[config.mk]
export PLATFORM = sky130hd
export DESIGN_NAME = rv32i_instruction_encoder
export DESIGN_NICKNAME = d
export VERILOG_FILES = /design/src/rtl/core/renc_pkg.sv /design/src/rtl/core/renc_decode.sv /design/src/rtl/core/renc_imm.sv /design/src/rtl/core/renc_pack.sv /design/src/rtl/core/rv32i_instruction_encoder.sv
export SDC_FILE = /design/constraint.sdc
export NUM_CORES = 1
export LEC_CHECK = 0
export BUFFER_PORTS_ARGS = -buffer_cell sky130_fd_sc_hd__buf_4
export CORE_MARGIN = 4
export CORE_UTILIZATION = 64
export CTS_BUF_LIST = sky130_fd_sc_hd__clkbuf_8
export CTS_CLUSTER_SIZE = 28
export DETAILED_ROUTE_END_ITERATION = 16
export PLACE_DENSITY = 0.88
export SLEW_MARGIN = 20
export SYNTH_ARGS = -nofsm -noshare
export SYNTH_HDL_FRONTEND = slang
export SYNTH_HIERARCHICAL = 1
export SYNTH_SLANG_ARGS = --single-unit
[constraint.sdc]
create_clock -name aclk -period 13.9 [get_ports aclk]
set_input_delay 0.695 -clock aclk [delete_from_list [all_inputs] [get_ports aclk]]
set_output_delay 0.695 -clock aclk [all_outputs]
set_load 0.05 [all_outputs]
[src/rtl/core/renc_pkg.sv]
// Shared types and constants of the RV32I instruction encoder.
package renc_pkg;

    localparam int unsigned IN_DATA_W  = 120;
    localparam int unsigned IN_USER_W  = 4;
    localparam int unsigned OUT_DATA_W = 80;
    localparam int unsigned OUT_USER_W = 4;
    localparam int unsigned CFG_IDX_W  = 2;
    localparam int unsigned CFG_DATA_W = 32;

    localparam logic [CFG_IDX_W-1:0] CFG_CODE_START = 2'd0;
    localparam logic [CFG_IDX_W-1:0] CFG_LS_OFFSET  = 2'd1;
    localparam logic [CFG_IDX_W-1:0] CFG_LS_BASE    = 2'd2;

    localparam logic [6:0] OPCODE_BRANCH = 7'h63;
    localparam logic [6:0] OPCODE_JAL    = 7'h6F;
    localparam logic [6:0] OPCODE_JALR   = 7'h67;
    localparam logic [6:0] OPCODE_OP_IMM = 7'h13;
    localparam logic [6:0] OPCODE_OP     = 7'h33;
    localparam logic [6:0] OPCODE_LOAD   = 7'h03;
    localparam logic [6:0] OPCODE_STORE  = 7'h23;
    localparam logic [6:0] OPCODE_FENCE  = 7'h0F;

    localparam logic [2:0] F3_BEQ = 3'd0;
    localparam logic [2:0] F3_BNE = 3'd1;
    localparam logic [2:0] F3_ADD = 3'd0;
    localparam logic [2:0] F3_XOR = 3'd4;
    localparam logic [2:0] F3_OR  = 3'd6;
    localparam logic [2:0] F3_AND = 3'd7;
    localparam logic [2:0] F3_W   = 3'd2;

    localparam logic [31:0] FENCE_WORD = 32'h0ff0000f;

    typedef enum logic [3:0] {
        OP_BEQ   = 4'd0,
        OP_BNE   = 4'd1,
        OP_JMP   = 4'd2,
        OP_JAL   = 4'd3,
        OP_JALR  = 4'd4,
        OP_LIMM  = 4'd5,
        OP_XOR   = 4'd6,
        OP_ADD   = 4'd7,
        OP_OR    = 4'd8,
        OP_AND   = 4'd9,
        OP_LW    = 4'd10,
        OP_SW    = 4'd11,
        OP_FENCE = 4'd12
    } op_t;

    typedef enum logic [2:0] {
        FMT_NONE = 3'd0,
        FMT_R    = 3'd1,
        FMT_I    = 3'd2,
        FMT_S    = 3'd3,
        FMT_B    = 3'd4,
        FMT_J    = 3'd5
    } fmt_t;

    typedef enum logic [2:0] {
        IMM_ZERO,
        IMM_JUMP,
        IMM_JALR,
        IMM_LIMM,
        IMM_LS
    } imm_sel_t;

    typedef struct packed {
        fmt_t       fmt;
        logic [6:0] opc;
        logic [2:0] f3;
        logic       bad;
        logic [4:0] rd;
        logic [4:0] esrc;
        logic [4:0] rs2;
    } fields_t;

    typedef struct packed {
        fields_t     f;
        imm_sel_t    sel;
        logic [31:0] jump_imm;
        logic [31:0] jalr_a;
        logic [31:0] jalr_b;
        logic [31:0] lval;
        logic [31:0] ls_imm;
    } dec_t;

    typedef struct packed {
        fields_t     f;
        logic [31:0] imm;
    } imm_t;

endpackage

[src/rtl/core/renc_decode.sv]
// First stage: operation decode and the precomputed terms of every immediate.
module renc_decode (
    input  logic                                aclk,
    input  logic                                aresetn,
    input  logic                                in_valid,
    output logic                                in_ready,
    input  logic [renc_pkg::IN_USER_W-1:0]      in_user,
    input  logic [renc_pkg::IN_DATA_W-1:0]      in_data,
    input  logic [31:0]                         code_start,
    input  logic [11:0]                         ls_offset,
    input  logic [4:0]                          ls_base,
    output logic                                out_valid,
    input  logic                                out_ready,
    output renc_pkg::dec_t                      out_dec
);

    logic           valid_reg;
    renc_pkg::dec_t dec_reg;
    renc_pkg::dec_t dec_next;
    renc_pkg::op_t  op;
    logic [4:0]     rd;
    logic [4:0]     rs1;
    logic [4:0]     rs2;
    logic [18:0]    offs;
    logic [31:0]    offs_ext;
    logic [31:0]    lval;
    logic [31:0]    rval;
    logic [9:0]     line;
    logic [8:0]     ment;
    logic [31:0]    line_sum;

    assign op       = renc_pkg::op_t'(in_user);
    assign rd       = in_data[4:0];
    assign rs1      = in_data[9:5];
    assign rs2      = in_data[14:10];
    assign offs     = in_data[33:15];
    assign lval     = in_data[65:34];
    assign rval     = in_data[97:66];
    assign line     = in_data[107:98];
    assign ment     = in_data[116:108];
    assign offs_ext = {{13{offs[18]}}, offs};
    assign line_sum = {22'd0, line} + offs_ext;

    always_comb begin
        dec_next          = '0;
        dec_next.jump_imm = {offs_ext[29:0], 2'b00};
        dec_next.jalr_a   = code_start - rval;
        dec_next.jalr_b   = {line_sum[29:0], 2'b00};
        dec_next.lval     = lval;
        dec_next.ls_imm   = {{20{ls_offset[11]}}, ls_offset} + {21'd0, ment, 2'b00};
        dec_next.f.rd     = rd;
        dec_next.f.rs2    = rs2;
        dec_next.f.fmt    = renc_pkg::FMT_NONE;
        dec_next.sel      = renc_pkg::IMM_ZERO;
        unique case (op)
            renc_pkg::OP_BEQ, renc_pkg::OP_BNE: begin
                dec_next.f.fmt  = renc_pkg::FMT_B;
                dec_next.f.opc  = renc_pkg::OPCODE_BRANCH;
                dec_next.f.f3   = (op == renc_pkg::OP_BEQ) ? renc_pkg::F3_BEQ
                                                           : renc_pkg::F3_BNE;
                dec_next.f.esrc = rs1;
                dec_next.sel    = renc_pkg::IMM_JUMP;
            end
            renc_pkg::OP_JMP, renc_pkg::OP_JAL: begin
                dec_next.f.fmt = renc_pkg::FMT_J;
                dec_next.f.opc = renc_pkg::OPCODE_JAL;
                dec_next.f.rd  = (op == renc_pkg::OP_JMP) ? 5'd0 : rd;
                dec_next.sel   = renc_pkg::IMM_JUMP;
            end
            renc_pkg::OP_JALR: begin
                dec_next.f.fmt  = renc_pkg::FMT_I;
                dec_next.f.opc  = renc_pkg::OPCODE_JALR;
                dec_next.f.esrc = rs1;
                dec_next.sel    = renc_pkg::IMM_JALR;
            end
            renc_pkg::OP_LIMM: begin
                dec_next.f.fmt = renc_pkg::FMT_I;
                dec_next.f.opc = renc_pkg::OPCODE_OP_IMM;
                dec_next.sel   = renc_pkg::IMM_LIMM;
            end
            renc_pkg::OP_XOR, renc_pkg::OP_ADD, renc_pkg::OP_OR, renc_pkg::OP_AND: begin
                dec_next.f.fmt  = renc_pkg::FMT_R;
                dec_next.f.opc  = renc_pkg::OPCODE_OP;
                dec_next.f.esrc = rs1;
                unique case (op)
                    renc_pkg::OP_XOR: dec_next.f.f3 = renc_pkg::F3_XOR;
                    renc_pkg::OP_OR:  dec_next.f.f3 = renc_pkg::F3_OR;
                    renc_pkg::OP_AND: dec_next.f.f3 = renc_pkg::F3_AND;
                    default:          dec_next.f.f3 = renc_pkg::F3_ADD;
                endcase
            end
            renc_pkg::OP_LW: begin
                dec_next.f.fmt  = renc_pkg::FMT_I;
                dec_next.f.opc  = renc_pkg::OPCODE_LOAD;
                dec_next.f.f3   = renc_pkg::F3_W;
                dec_next.f.esrc = ls_base;
                dec_next.sel    = renc_pkg::IMM_LS;
            end
            renc_pkg::OP_SW: begin
                dec_next.f.fmt  = renc_pkg::FMT_S;
                dec_next.f.opc  = renc_pkg::OPCODE_STORE;
                dec_next.f.f3   = renc_pkg::F3_W;
                dec_next.f.esrc = ls_base;
                dec_next.sel    = renc_pkg::IMM_LS;
            end
            renc_pkg::OP_FENCE: begin
                dec_next.f.opc = renc_pkg::OPCODE_FENCE;
            end
            default: begin
                dec_next.f.bad = 1'b1;
                dec_next.f.rd  = 5'd0;
                dec_next.f.rs2 = 5'd0;
            end
        endcase
    end

    assign in_ready = ~valid_reg | out_ready;

    always_ff @(posedge aclk) begin
        if (!aresetn) begin
            valid_reg <= 1'b0;
        end else if (in_ready) begin
            valid_reg <= in_valid;
        end
    end

    always_ff @(posedge aclk) begin
        if (in_ready && in_valid) begin
            dec_reg <= dec_next;
        end
    end

    assign out_valid = valid_reg;
    assign out_dec   = dec_reg;

endmodule

[src/rtl/core/renc_imm.sv]
// Second stage: final immediate of each operation.
module renc_imm (
    input  logic           aclk,
    input  logic           aresetn,
    input  logic           in_valid,
    output logic           in_ready,
    input  renc_pkg::dec_t in_dec,
    output logic           out_valid,
    input  logic           out_ready,
    output renc_pkg::imm_t out_imm
);

    logic           valid_reg;
    renc_pkg::imm_t imm_reg;
    renc_pkg::imm_t imm_next;

    always_comb begin
        imm_next.f = in_dec.f;
        unique case (in_dec.sel)
            renc_pkg::IMM_JUMP: imm_next.imm = in_dec.jump_imm;
            renc_pkg::IMM_JALR: imm_next.imm = in_dec.jalr_a + in_dec.jalr_b;
            renc_pkg::IMM_LIMM: imm_next.imm = in_dec.lval;
            renc_pkg::IMM_LS:   imm_next.imm = in_dec.ls_imm;
            default:            imm_next.imm = 32'd0;
        endcase
    end

    assign in_ready = ~valid_reg | out_ready;

    always_ff @(posedge aclk) begin
        if (!aresetn) begin
            valid_reg <= 1'b0;
        end else if (in_ready) begin
            valid_reg <= in_valid;
        end
    end

    always_ff @(posedge aclk) begin
        if (in_ready && in_valid) begin
            imm_reg <= imm_next;
        end
    end

    assign out_valid = valid_reg;
    assign out_imm   = imm_reg;

endmodule

[src/rtl/core/renc_pack.sv]
// Third stage: assembly of the machine word and the output register.
module renc_pack (
    input  logic                               aclk,
    input  logic                               aresetn,
    input  logic                               in_valid,
    output logic                               in_ready,
    input  renc_pkg::imm_t                     in_imm,
    output logic                               out_valid,
    input  logic                               out_ready,
    output logic [renc_pkg::OUT_DATA_W-1:0]    out_data,
    output logic [renc_pkg::OUT_USER_W-1:0]    out_user
);

    logic                            valid_reg;
    logic [renc_pkg::OUT_DATA_W-1:0] data_reg;
    logic [renc_pkg::OUT_DATA_W-1:0] data_next;
    logic [renc_pkg::OUT_USER_W-1:0] user_reg;
    logic [renc_pkg::OUT_USER_W-1:0] user_next;
    logic [31:0]                     word;
    logic [31:0]                     imm;
    renc_pkg::fields_t               f;

    assign f   = in_imm.f;
    assign imm = in_imm.imm;

    always_comb begin
        unique case (f.fmt)
            renc_pkg::FMT_R: word = {7'd0, f.rs2, f.esrc, f.f3, f.rd, f.opc};
            renc_pkg::FMT_I: word = {imm[11:0], f.esrc, f.f3, f.rd, f.opc};
            renc_pkg::FMT_S: word = {imm[11:5], f.rs2, f.esrc, f.f3, imm[4:0], f.opc};
            renc_pkg::FMT_B: word = {imm[12], imm[10:5], f.rs2, f.esrc, f.f3,
                                     imm[4:1], imm[11], f.opc};
            renc_pkg::FMT_J: word = {imm[20], imm[10:1], imm[11], imm[19:12],
                                     f.rd, f.opc};
            default:         word = f.bad ? 32'd0 : renc_pkg::FENCE_WORD;
        endcase
    end

    assign data_next = {1'b0, f.esrc, imm, f.f3, f.opc, word};
    assign user_next = {f.bad, f.fmt};
    assign in_ready  = ~valid_reg | out_ready;

    always_ff @(posedge aclk) begin
        if (!aresetn) begin
            valid_reg <= 1'b0;
        end else if (in_ready) begin
            valid_reg <= in_valid;
        end
    end

    always_ff @(posedge aclk) begin
        if (in_ready && in_valid) begin
            data_reg <= data_next;
            user_reg <= user_next;
        end
    end

    assign out_valid = valid_reg;
    assign out_data  = data_reg;
    assign out_user  = user_reg;

endmodule

[src/rtl/core/rv32i_instruction_encoder.sv]
// Top level of the RV32I instruction encoder: configuration registers and three stages.
// Throughput is one word per cycle while m_tready stays high; each of the three stage registers holds one word,
// and a stage takes a new word whenever it is empty or its own word moves on.
// Reset clears the valid bit of every stage and sets all configuration registers to zero.
module rv32i_instruction_encoder (
    input  logic                               aclk,
    input  logic                               aresetn,
    input  logic                               s_tvalid,
    output logic                               s_tready,
    // dest_reg, src1_reg, src2_reg, jump_offset, load_value, src1_value,
    // line_index, memory_entry, zero padding
    input  logic [renc_pkg::IN_DATA_W-1:0]     s_tdata,
    // operation
    input  logic [renc_pkg::IN_USER_W-1:0]     s_tuser,
    output logic                               m_tvalid,
    input  logic                               m_tready,
    // machine_code, major_opcode, function_code, immediate_value, effective_src1,
    // zero padding
    output logic [renc_pkg::OUT_DATA_W-1:0]    m_tdata,
    // format_kind, unsupported
    output logic [renc_pkg::OUT_USER_W-1:0]    m_tuser,
    input  logic                               cfg_we,
    input  logic [renc_pkg::CFG_IDX_W-1:0]     cfg_index,
    input  logic [renc_pkg::CFG_DATA_W-1:0]    cfg_wdata
);

    logic [31:0]    code_start_reg;
    logic [11:0]    ls_offset_reg;
    logic [4:0]     ls_base_reg;
    logic           dec_valid;
    logic           dec_ready;
    renc_pkg::dec_t dec;
    logic           imm_valid;
    logic           imm_ready;
    renc_pkg::imm_t imm;

    always_ff @(posedge aclk) begin
        if (!aresetn) begin
            code_start_reg <= '0;
            ls_offset_reg  <= '0;
            ls_base_reg    <= '0;
        end else if (cfg_we) begin
            unique case (cfg_index)
                renc_pkg::CFG_CODE_START: code_start_reg <= cfg_wdata;
                renc_pkg::CFG_LS_OFFSET:  ls_offset_reg  <= cfg_wdata[11:0];
                renc_pkg::CFG_LS_BASE:    ls_base_reg    <= cfg_wdata[4:0];
                default: begin
                end
            endcase
        end
    end

    renc_decode u_decode (
        .aclk       (aclk),
        .aresetn    (aresetn),
        .in_valid   (s_tvalid),
        .in_ready   (s_tready),
        .in_user    (s_tuser),
        .in_data    (s_tdata),
        .code_start (code_start_reg),
        .ls_offset  (ls_offset_reg),
        .ls_base    (ls_base_reg),
        .out_valid  (dec_valid),
        .out_ready  (dec_ready),
        .out_dec    (dec)
    );

    renc_imm u_imm (
        .aclk      (aclk),
        .aresetn   (aresetn),
        .in_valid  (dec_valid),
        .in_ready  (dec_ready),
        .in_dec    (dec),
        .out_valid (imm_valid),
        .out_ready (imm_ready),
        .out_imm   (imm)
    );

    renc_pack u_pack (
        .aclk      (aclk),
        .aresetn   (aresetn),
        .in_valid  (imm_valid),
        .in_ready  (imm_ready),
        .in_imm    (imm),
        .out_valid (m_tvalid),
        .out_ready (m_tready),
        .out_data  (m_tdata),
        .out_user  (m_tuser)
    );

endmodule
==> results.ini, run 1 <==
[status]
status=complete, no violations

[setup_path]
worstSetupEndpointType=flop
crit_path_frequent_cell=sky130_fd_sc_hd__nor3_1
crit_path_start_kind=flop
critical_path.slowest_cell=sky130_fd_sc_hd__edfxtp_1
path_class=flop to flop
worst_ep_arrival_time_ns=3.61
cpPeakStageDelay_ns=0.59
cpLargestDelayFamily=compound AO/OA/AOI/OAI gates
timing.critical_path.buf_inv=0
worst-path-max-fanout=11
timing.critical_path.cells=ha_1, nand2_1, o21ai_0, nor3_1, o31a_1, nor3_1, a21oi_1, xor2_1, o221ai_1
required_ns=14.19

[floorplan]
die_area_sq_mm=0.0300
die_w_microns=173
num_io_pins=249
start_util=0.650
core.rowCount=60
core-area_sq_mm=0.0269
die_height_microns=173

[synth]
yosys.area_share.simple=0.0981
synth_top_family_by_area=compound AO/OA/AOI/OAI gates
postSynth.asyncResetShare=0
ys_seq_area_frac=0.560
syn_area_sq_mm=0.0175
syn_inst=1472
synth-adder-area-share=0.0626
netlist-cell-type-count=84
synth.ff_latch_count=343
synth_compound_gate_area_share=0.135
synth_xor_xnor_area_share=0.0391
warnings_synthesis=6
ys_top_cells_by_area=sky130_fd_sc_hd__edfxtp_1, sky130_fd_sc_hd__dfxtp_1, sky130_fd_sc_hd__ha_1
ys.flop_type=sky130_fd_sc_hd__edfxtp_1
synth.top_cell.area_share=0.500
synth-edff-count=291
avg_synthesized_cell_area_sq_um=11.9
post_synth_top_area_cell=sky130_fd_sc_hd__edfxtp_1
post_synth_mux_area_share=0.0545

[sta]
fin_ws_ns=10.58
fin_crit_sh=0.239
timing.fmax_mhz=301
max_slew_margin=0.296
timing.setup.tns_ns=0
final.min_clock_period_ns=3.32
setup_repair_after_global_routing_missed_its_margin=false
worst-slew-pin-transition_ns=1.06
number_of_endpoints_with_negative_hold_slack_in_the_final_report=0
setup_viol=0
slew_violations=0
clock-skew-final_ns=0.0272

[power]
netSwitchingPower_uw=668
totalPowerFinal_mw=2.41
max-vdd-ir-drop_uv=83.1
power.leakage_nw=8.30
power_frac_comb=0.168
power_internal_mw=1.74
p_seq_frac=0.506
clock_power_share=0.326
power.density_cell_area_mw_per_mm2=120
switching_share=0.277

[global_routing]
global_route.usage.total=0.265
groute.layer.met2.usage=0.440
first_pass_grt_wire_length_microns=64300
remaining_global_route_overflow=0
grt_max_degree=85
number_of_global_route_vias_before_repair=12200
antenna_found_initial=1
use_met3=0.0528
global_route.peak_usage_layer=met2
global_route.usage.met1=0.356

[place]
routabilityCongestion=0.935
port_buffers=244
pre_cts_setup_slack_ns=10.42
dp_hpwl_microns=30300

[drt]
detail_route.first_pass.iterations=6
drtAntennaViolNets=0
drt_iter0_markers=1391
drc=0
detail_route.wl_per_cell_microns=19.9
vias=12400
vias_cell=6.03
wirelength_microns=41100

[clocking]
worst_setup_hold_path_clk_slew_ns=0.06
clock_latency_reported_for_the_late_side_of_the_worst_skew_pair_ns=0.60
tritoncts=built
cts-resized-gates=0
cts_root_buffer=sky130_fd_sc_hd__clkbuf_8
cts_hold_buf=0
h_tree_depth=2
cts-buffers-inserted=53
numClockSinks=343
ctsLongestPathBuffers=3
post_cts.repair.setup_buffers=0

[layout]
final.fill_count=1686
final_cell_mix=sky130_fd_sc_hd__edfxtp_1, sky130_fd_sc_hd__buf_4, sky130_fd_sc_hd__nand2_1
synthToLayoutAreaGrowth_pct=15.3
multi_input_combinational_cell_area_sq_mm=0.00683
largest_reg_flops=147
finalNetCount=1926
final_core_utilization=0.750
drive_gt1_frac=0.200
seqCellArea_sq_mm=0.00978
layout.cells.most_common=sky130_fd_sc_hd__edfxtp_1

[worst_hold_path]
min-delay-path-class=input pin to flop

[job]
drv.max_cap_violation_count=0

## worst reg2reg max path, delay by kind of cell (launching register included)
kind	cells	cell delay, ns
compound gates	4	1.02
xor+xnor	1	0.30
fa+ha+maj	1	0.54
simple gates	3	0.58
flops	1	0.59
## area by class of cell
| class | instances | area share |
|---|---|---|
| antenna | 1 | 0.000124 |
| clock buffer | 55 | 0.0375 |
| sequential | 343 | 0.485 |
| multi-input combinational | 962 | 0.339 |
| inverter | 67 | 0.0125 |
| clock inverter | 43 | 0.0116 |
| tap | 341 | 0.0212 |
| timing repair buffer | 251 | 0.0935 |
## power groups by stage
stage | Clock, mW | Combinational, mW | Sequential, mW
floorplan | 0 | 0.259 | 1.25
global placement | 0 | 0.383 | 1.24
detailed placement | 0 | 0.394 | 1.24
CTS | 0.797 | 0.397 | 1.22
global route | 0.848 | 0.437 | 1.22
finish | 0.786 | 0.405 | 1.22
## synthesized netlist by cell type, types with 31 or more instances
cell / number
sky130_fd_sc_hd__buf_4: 48
sky130_fd_sc_hd__inv_1: 66
sky130_fd_sc_hd__xor2_1: 31
sky130_fd_sc_hd__ha_1: 81
sky130_fd_sc_hd__nand2_1: 155
sky130_fd_sc_hd__nor2_1: 53
sky130_fd_sc_hd__o21ai_0: 52
sky130_fd_sc_hd__edfxtp_1: 291
sky130_fd_sc_hd__a21o_1: 39
sky130_fd_sc_hd__mux2i_1: 94
sky130_fd_sc_hd__dfxtp_1: 52
sky130_fd_sc_hd__xnor2_1: 47
sky130_fd_sc_hd__a21oi_1: 87
## final timing paths
path | startpoint | to | slack, ns | cells after the start
max | u_decode/out_dec[85]$_DFFE_PP_ | u_imm/out_imm[27]$_DFFE_PP_ | 10.58 | 9
min | s_tdata[39] | u_decode/out_dec[37]$_DFFE_PP_ | 0.27 | 1
max reg2reg | u_decode/out_dec[85]$_DFFE_PP_ | u_imm/out_imm[27]$_DFFE_PP_ | 10.58 | 9
min reg2reg | u_decode/out_dec[172]$_DFFE_PP_ | u_imm/out_imm[41]$_DFFE_PP_ | 0.41 | 0
## stage by stage
| stage | std cells | instance area [sq um] | hold WS (ns) |
|---|---|---|---|
| 2_1_floorplan | 1475 | 17500 | 0.400 |
| 3_3_place_gp | 1964 | 19200 | 0.401 |
| 3_5_place_dp | 1964 | 19200 | 0.405 |
| 4_1_cts | 2062 | 20200 | 0.240 |
| 5_1_grt | 2063 | 20200 | 0.238 |
| 6_report | 2063 | 20200 | 0.265 |
## cell families after synthesis
family          after synthesis
simple gates                355
compound gates              344
flops                       343
buf+inv                     170
mux                          95
fa+ha+maj                    85
xor+xnor                     78
other cells                   2
## layer usage
metal | share of wire | vias up
li1 | - | 5836
met1 | 0.41 | 5842
met2 | 0.47 | 670
met3 | 0.088 | 93
met4 | 0.031 | 0
met5 | 0 | -
No activity file was read; power rests on OpenSTA's default activity.
==> inputs of run 2 (changes only) <==
- CORE_UTILIZATION: 64 -> 54
- PLACE_DENSITY: 0.88 -> 0.79
- clock period: 13.9 -> 3 ns (I/O delays scaled with it)
==> run 2 against run 1 <==
Compared with the run above:
- power rose to 4.8 times the previous value
- register-to-register slack got worse by 10 ns
- fmax is 17% higher
- utilization fell by 6.7 points
- critical path depth did not move
- hold slack got worse by 0.21 ns
- clock skew about the same
- sequential power rose to 4.6 times the previous value
- critical path type unchanged
- critical endpoint is now u_imm/out_imm[23]$_DFFE_PP_
- largest cell class unchanged
==> results.ini, run 2 (synthesis results as in run 1) <==
[layout]
final_cell_mix=sky130_fd_sc_hd__edfxtp_1, sky130_fd_sc_hd__buf_4, sky130_fd_sc_hd__nand2_1
final.fill_count=2298  ; +36%
finalNetCount=2058  ; +6.9%
largest_reg_flops=147  ; unchanged
final_core_utilization=0.683  ; -0.0674
multi_input_combinational_cell_area_sq_mm=0.00683  ; about the same
stdcell_area_sq_mm=0.0217  ; +7.4%
layout.cells.most_common=sky130_fd_sc_hd__edfxtp_1
finalNonFillerCells=2261  ; +9.6%
seqCellArea_sq_mm=0.00978  ; unchanged
drive_gt1_frac=0.197  ; -0.00269
synthToLayoutAreaGrowth_pct=23.9

[global_routing]
global_route.usage.total=0.243  ; -0.0218
number_of_global_route_vias_before_repair=12800  ; +4.6%
remaining_global_route_overflow=0  ; unchanged
first_pass_grt_wire_length_microns=69000  ; +7.3%
grt_max_degree=87  ; +2.4%
antenna_found_initial=2  ; +1

[setup_path]
worst_ep_arrival_time_ns=3.17  ; -0.44 ns
worstSetupEndpointType=flop
crit_path_start_kind=flop
path_class=flop to flop
crit_path_start=u_decode/out_dec[73]$_DFFE_PP_
worst-path-max-fanout=9  ; -2
worst_r2r_path_depth=9  ; unchanged
timing.rr.end=u_imm/out_imm[23]$_DFFE_PP_
regToRegStartpoint=u_decode/out_dec[73]$_DFFE_PP_
required_ns=3.33  ; -10.86 ns
setup.reg_to_reg.worst_slack_ns=0.16  ; -10.42 ns

[drt]
vias_cell=5.63  ; -6.6%
drc=0  ; unchanged
drt_iter0_markers=964  ; -31%
drtAntennaViolNets=0  ; unchanged
wirelength_microns=44100  ; +7.2%
detail_route.wl_per_cell_microns=19.5  ; -2.2%
detail_route.first_pass.iterations=5  ; -1
vias=12700  ; +2.3%

[floorplan]
die_w_microns=188  ; +8.5%
die_area_sq_mm=0.0353  ; +18%
core.rowCount=65  ; +8.3%
die_height_microns=188  ; +8.5%
core-area_sq_mm=0.0317  ; +18%
start_util=0.551  ; -0.0993
num_io_pins=249  ; unchanged

[sta]
setup_repair_after_global_routing_missed_its_margin=false
final.min_clock_period_ns=2.84  ; -0.481 ns
clock-skew-final_ns=0.0276  ; +0.000435 ns
timing.fmax_mhz=352  ; +17%
max_slew_margin=0.432  ; +0.136
slew_violations=0  ; unchanged
setup_viol=0  ; unchanged
fin_crit_sh=0.947  ; +0.708
worst-slew-pin-transition_ns=0.850  ; -0.206 ns
timing.setup.tns_ns=0  ; unchanged
number_of_endpoints_with_negative_hold_slack_in_the_final_report=0  ; unchanged

[place]
port_buffers=244  ; unchanged
place.detailed.instances=2041  ; +3.9%
routabilityCongestion=0.895  ; -4.2%
dp_hpwl_microns=30900  ; +2.1%
area_after_dpl_sq_mm=0.0194  ; +1.2%

[power]
switching_share=0.270  ; -0.00672
totalPowerFinal_mw=11.7  ; +380%
power_internal_mw=8.52  ; +390%
netSwitchingPower_mw=3.16  ; +370%
p_seq_frac=0.485  ; -0.021
power.leakage_nw=8.92  ; +7.4%
power_frac_comb=0.173  ; +0.005
clock_power_share=0.343  ; +0.017
power.density_cell_area_mw_per_mm2=539  ; +350%
max-vdd-ir-drop_uv=289  ; +250%

[worst_hold_path]
hold_path.startpoint=s_tdata[110]
min-delay-path-class=input pin to flop
hold_end=u_decode/out_dec[4]$_DFFE_PP_
hold_depth=3  ; +2

[clocking]
ctsLongestPathBuffers=3  ; unchanged
tritoncts=built
cts_root_buffer=sky130_fd_sc_hd__clkbuf_8
worst_setup_hold_path_clk_slew_ns=0.06  ; about the same
h_tree_depth=2  ; unchanged
post_cts.repair.setup_buffers=0  ; unchanged
numClockSinks=343  ; unchanged
clock_latency_reported_for_the_late_side_of_the_worst_skew_pair_ns=0.62  ; +0.02 ns
cts-buffers-inserted=54  ; +1.9%

[status]
status=complete, no violations

[job]
drv.max_cap_violation_count=0  ; unchanged

## run 2: metrics by stage
| step | hold slack (ns) | worst slack, ns |
|---|---|---|
| 2_1_floorplan | 0.249 | 0.199 |
| 4_1_cts | 0.00554 | 0.141 |
| 3_3_place_gp | 0.329 | 0.181 |
| 6_report | 0.0558 | 0.160 |
| 5_1_grt | 0.0397 | 0.00997 |
| 3_5_place_dp | 0.330 | 0.145 |
## run 2: critical path, cell delays in order (launching register included)
cell	delay, ns
sky130_fd_sc_hd__edfxtp_1	0.37
sky130_fd_sc_hd__ha_1	0.41
sky130_fd_sc_hd__and3_2	0.21
sky130_fd_sc_hd__a221oi_1	0.32
sky130_fd_sc_hd__o211ai_2	0.25
sky130_fd_sc_hd__a31oi_2	0.26
sky130_fd_sc_hd__o21ai_0	0.16
sky130_fd_sc_hd__a21oi_1	0.27
sky130_fd_sc_hd__xnor2_1	0.17
sky130_fd_sc_hd__o221ai_1	0.14
## run 2: layout make-up
cell class / instances / share of cell area
inverter: 67 / 0.0116
sequential: 343 / 0.452
timing repair buffer: 382 / 0.147
tap: 402 / 0.0232
multi-input combinational: 962 / 0.315
antenna: 3 / 0.000347
clock inverter: 48 / 0.0159
clock buffer: 54 / 0.0343
## run 2: metal layers
layer,GRT usage,vias up,part of all wire
met4,0.0751,0,0.025
met2,0.409,539,0.48
met1,0.326,6020,0.42
li1,-,6095,-
met3,0.0415,78,0.068
met5,0,-,0
## run 2: worst max-delay path by stage
stage | slack [ns] | endpoint
6_report | 0.16 | u_imm/out_imm[23]$_DFFE_PP_
3_3_place_gp | 0.18 | u_imm/out_imm[23]$_DFFE_PP_
3_5_place_dp | 0.14 | u_imm/out_imm[23]$_DFFE_PP_
2_1_floorplan | 0.20 | u_decode/out_dec[0]$_DFFE_PP_
4_1_cts | 0.14 | u_imm/out_imm[23]$_DFFE_PP_
5_1_grt | 0.01 | u_imm/out_imm[27]$_DFFE_PP_
## run 2: timing repair
item	CTS	global route
gates resized for setup	0	1
hold buffers	115	0
setup endpoints to repair	0	1
endpoints found under the hold margin	148	0
## run 2: power by group through the flow
stage               logic [mW]  registers (mW)  clock network, mW
finish                    2.01            5.65               4.00
global route              2.19            5.68               4.32
CTS                       1.98            5.65               4.08
detailed placement        1.85            5.75                  0
global placement          1.81            5.74                  0
floorplan                 1.20            5.80                  0
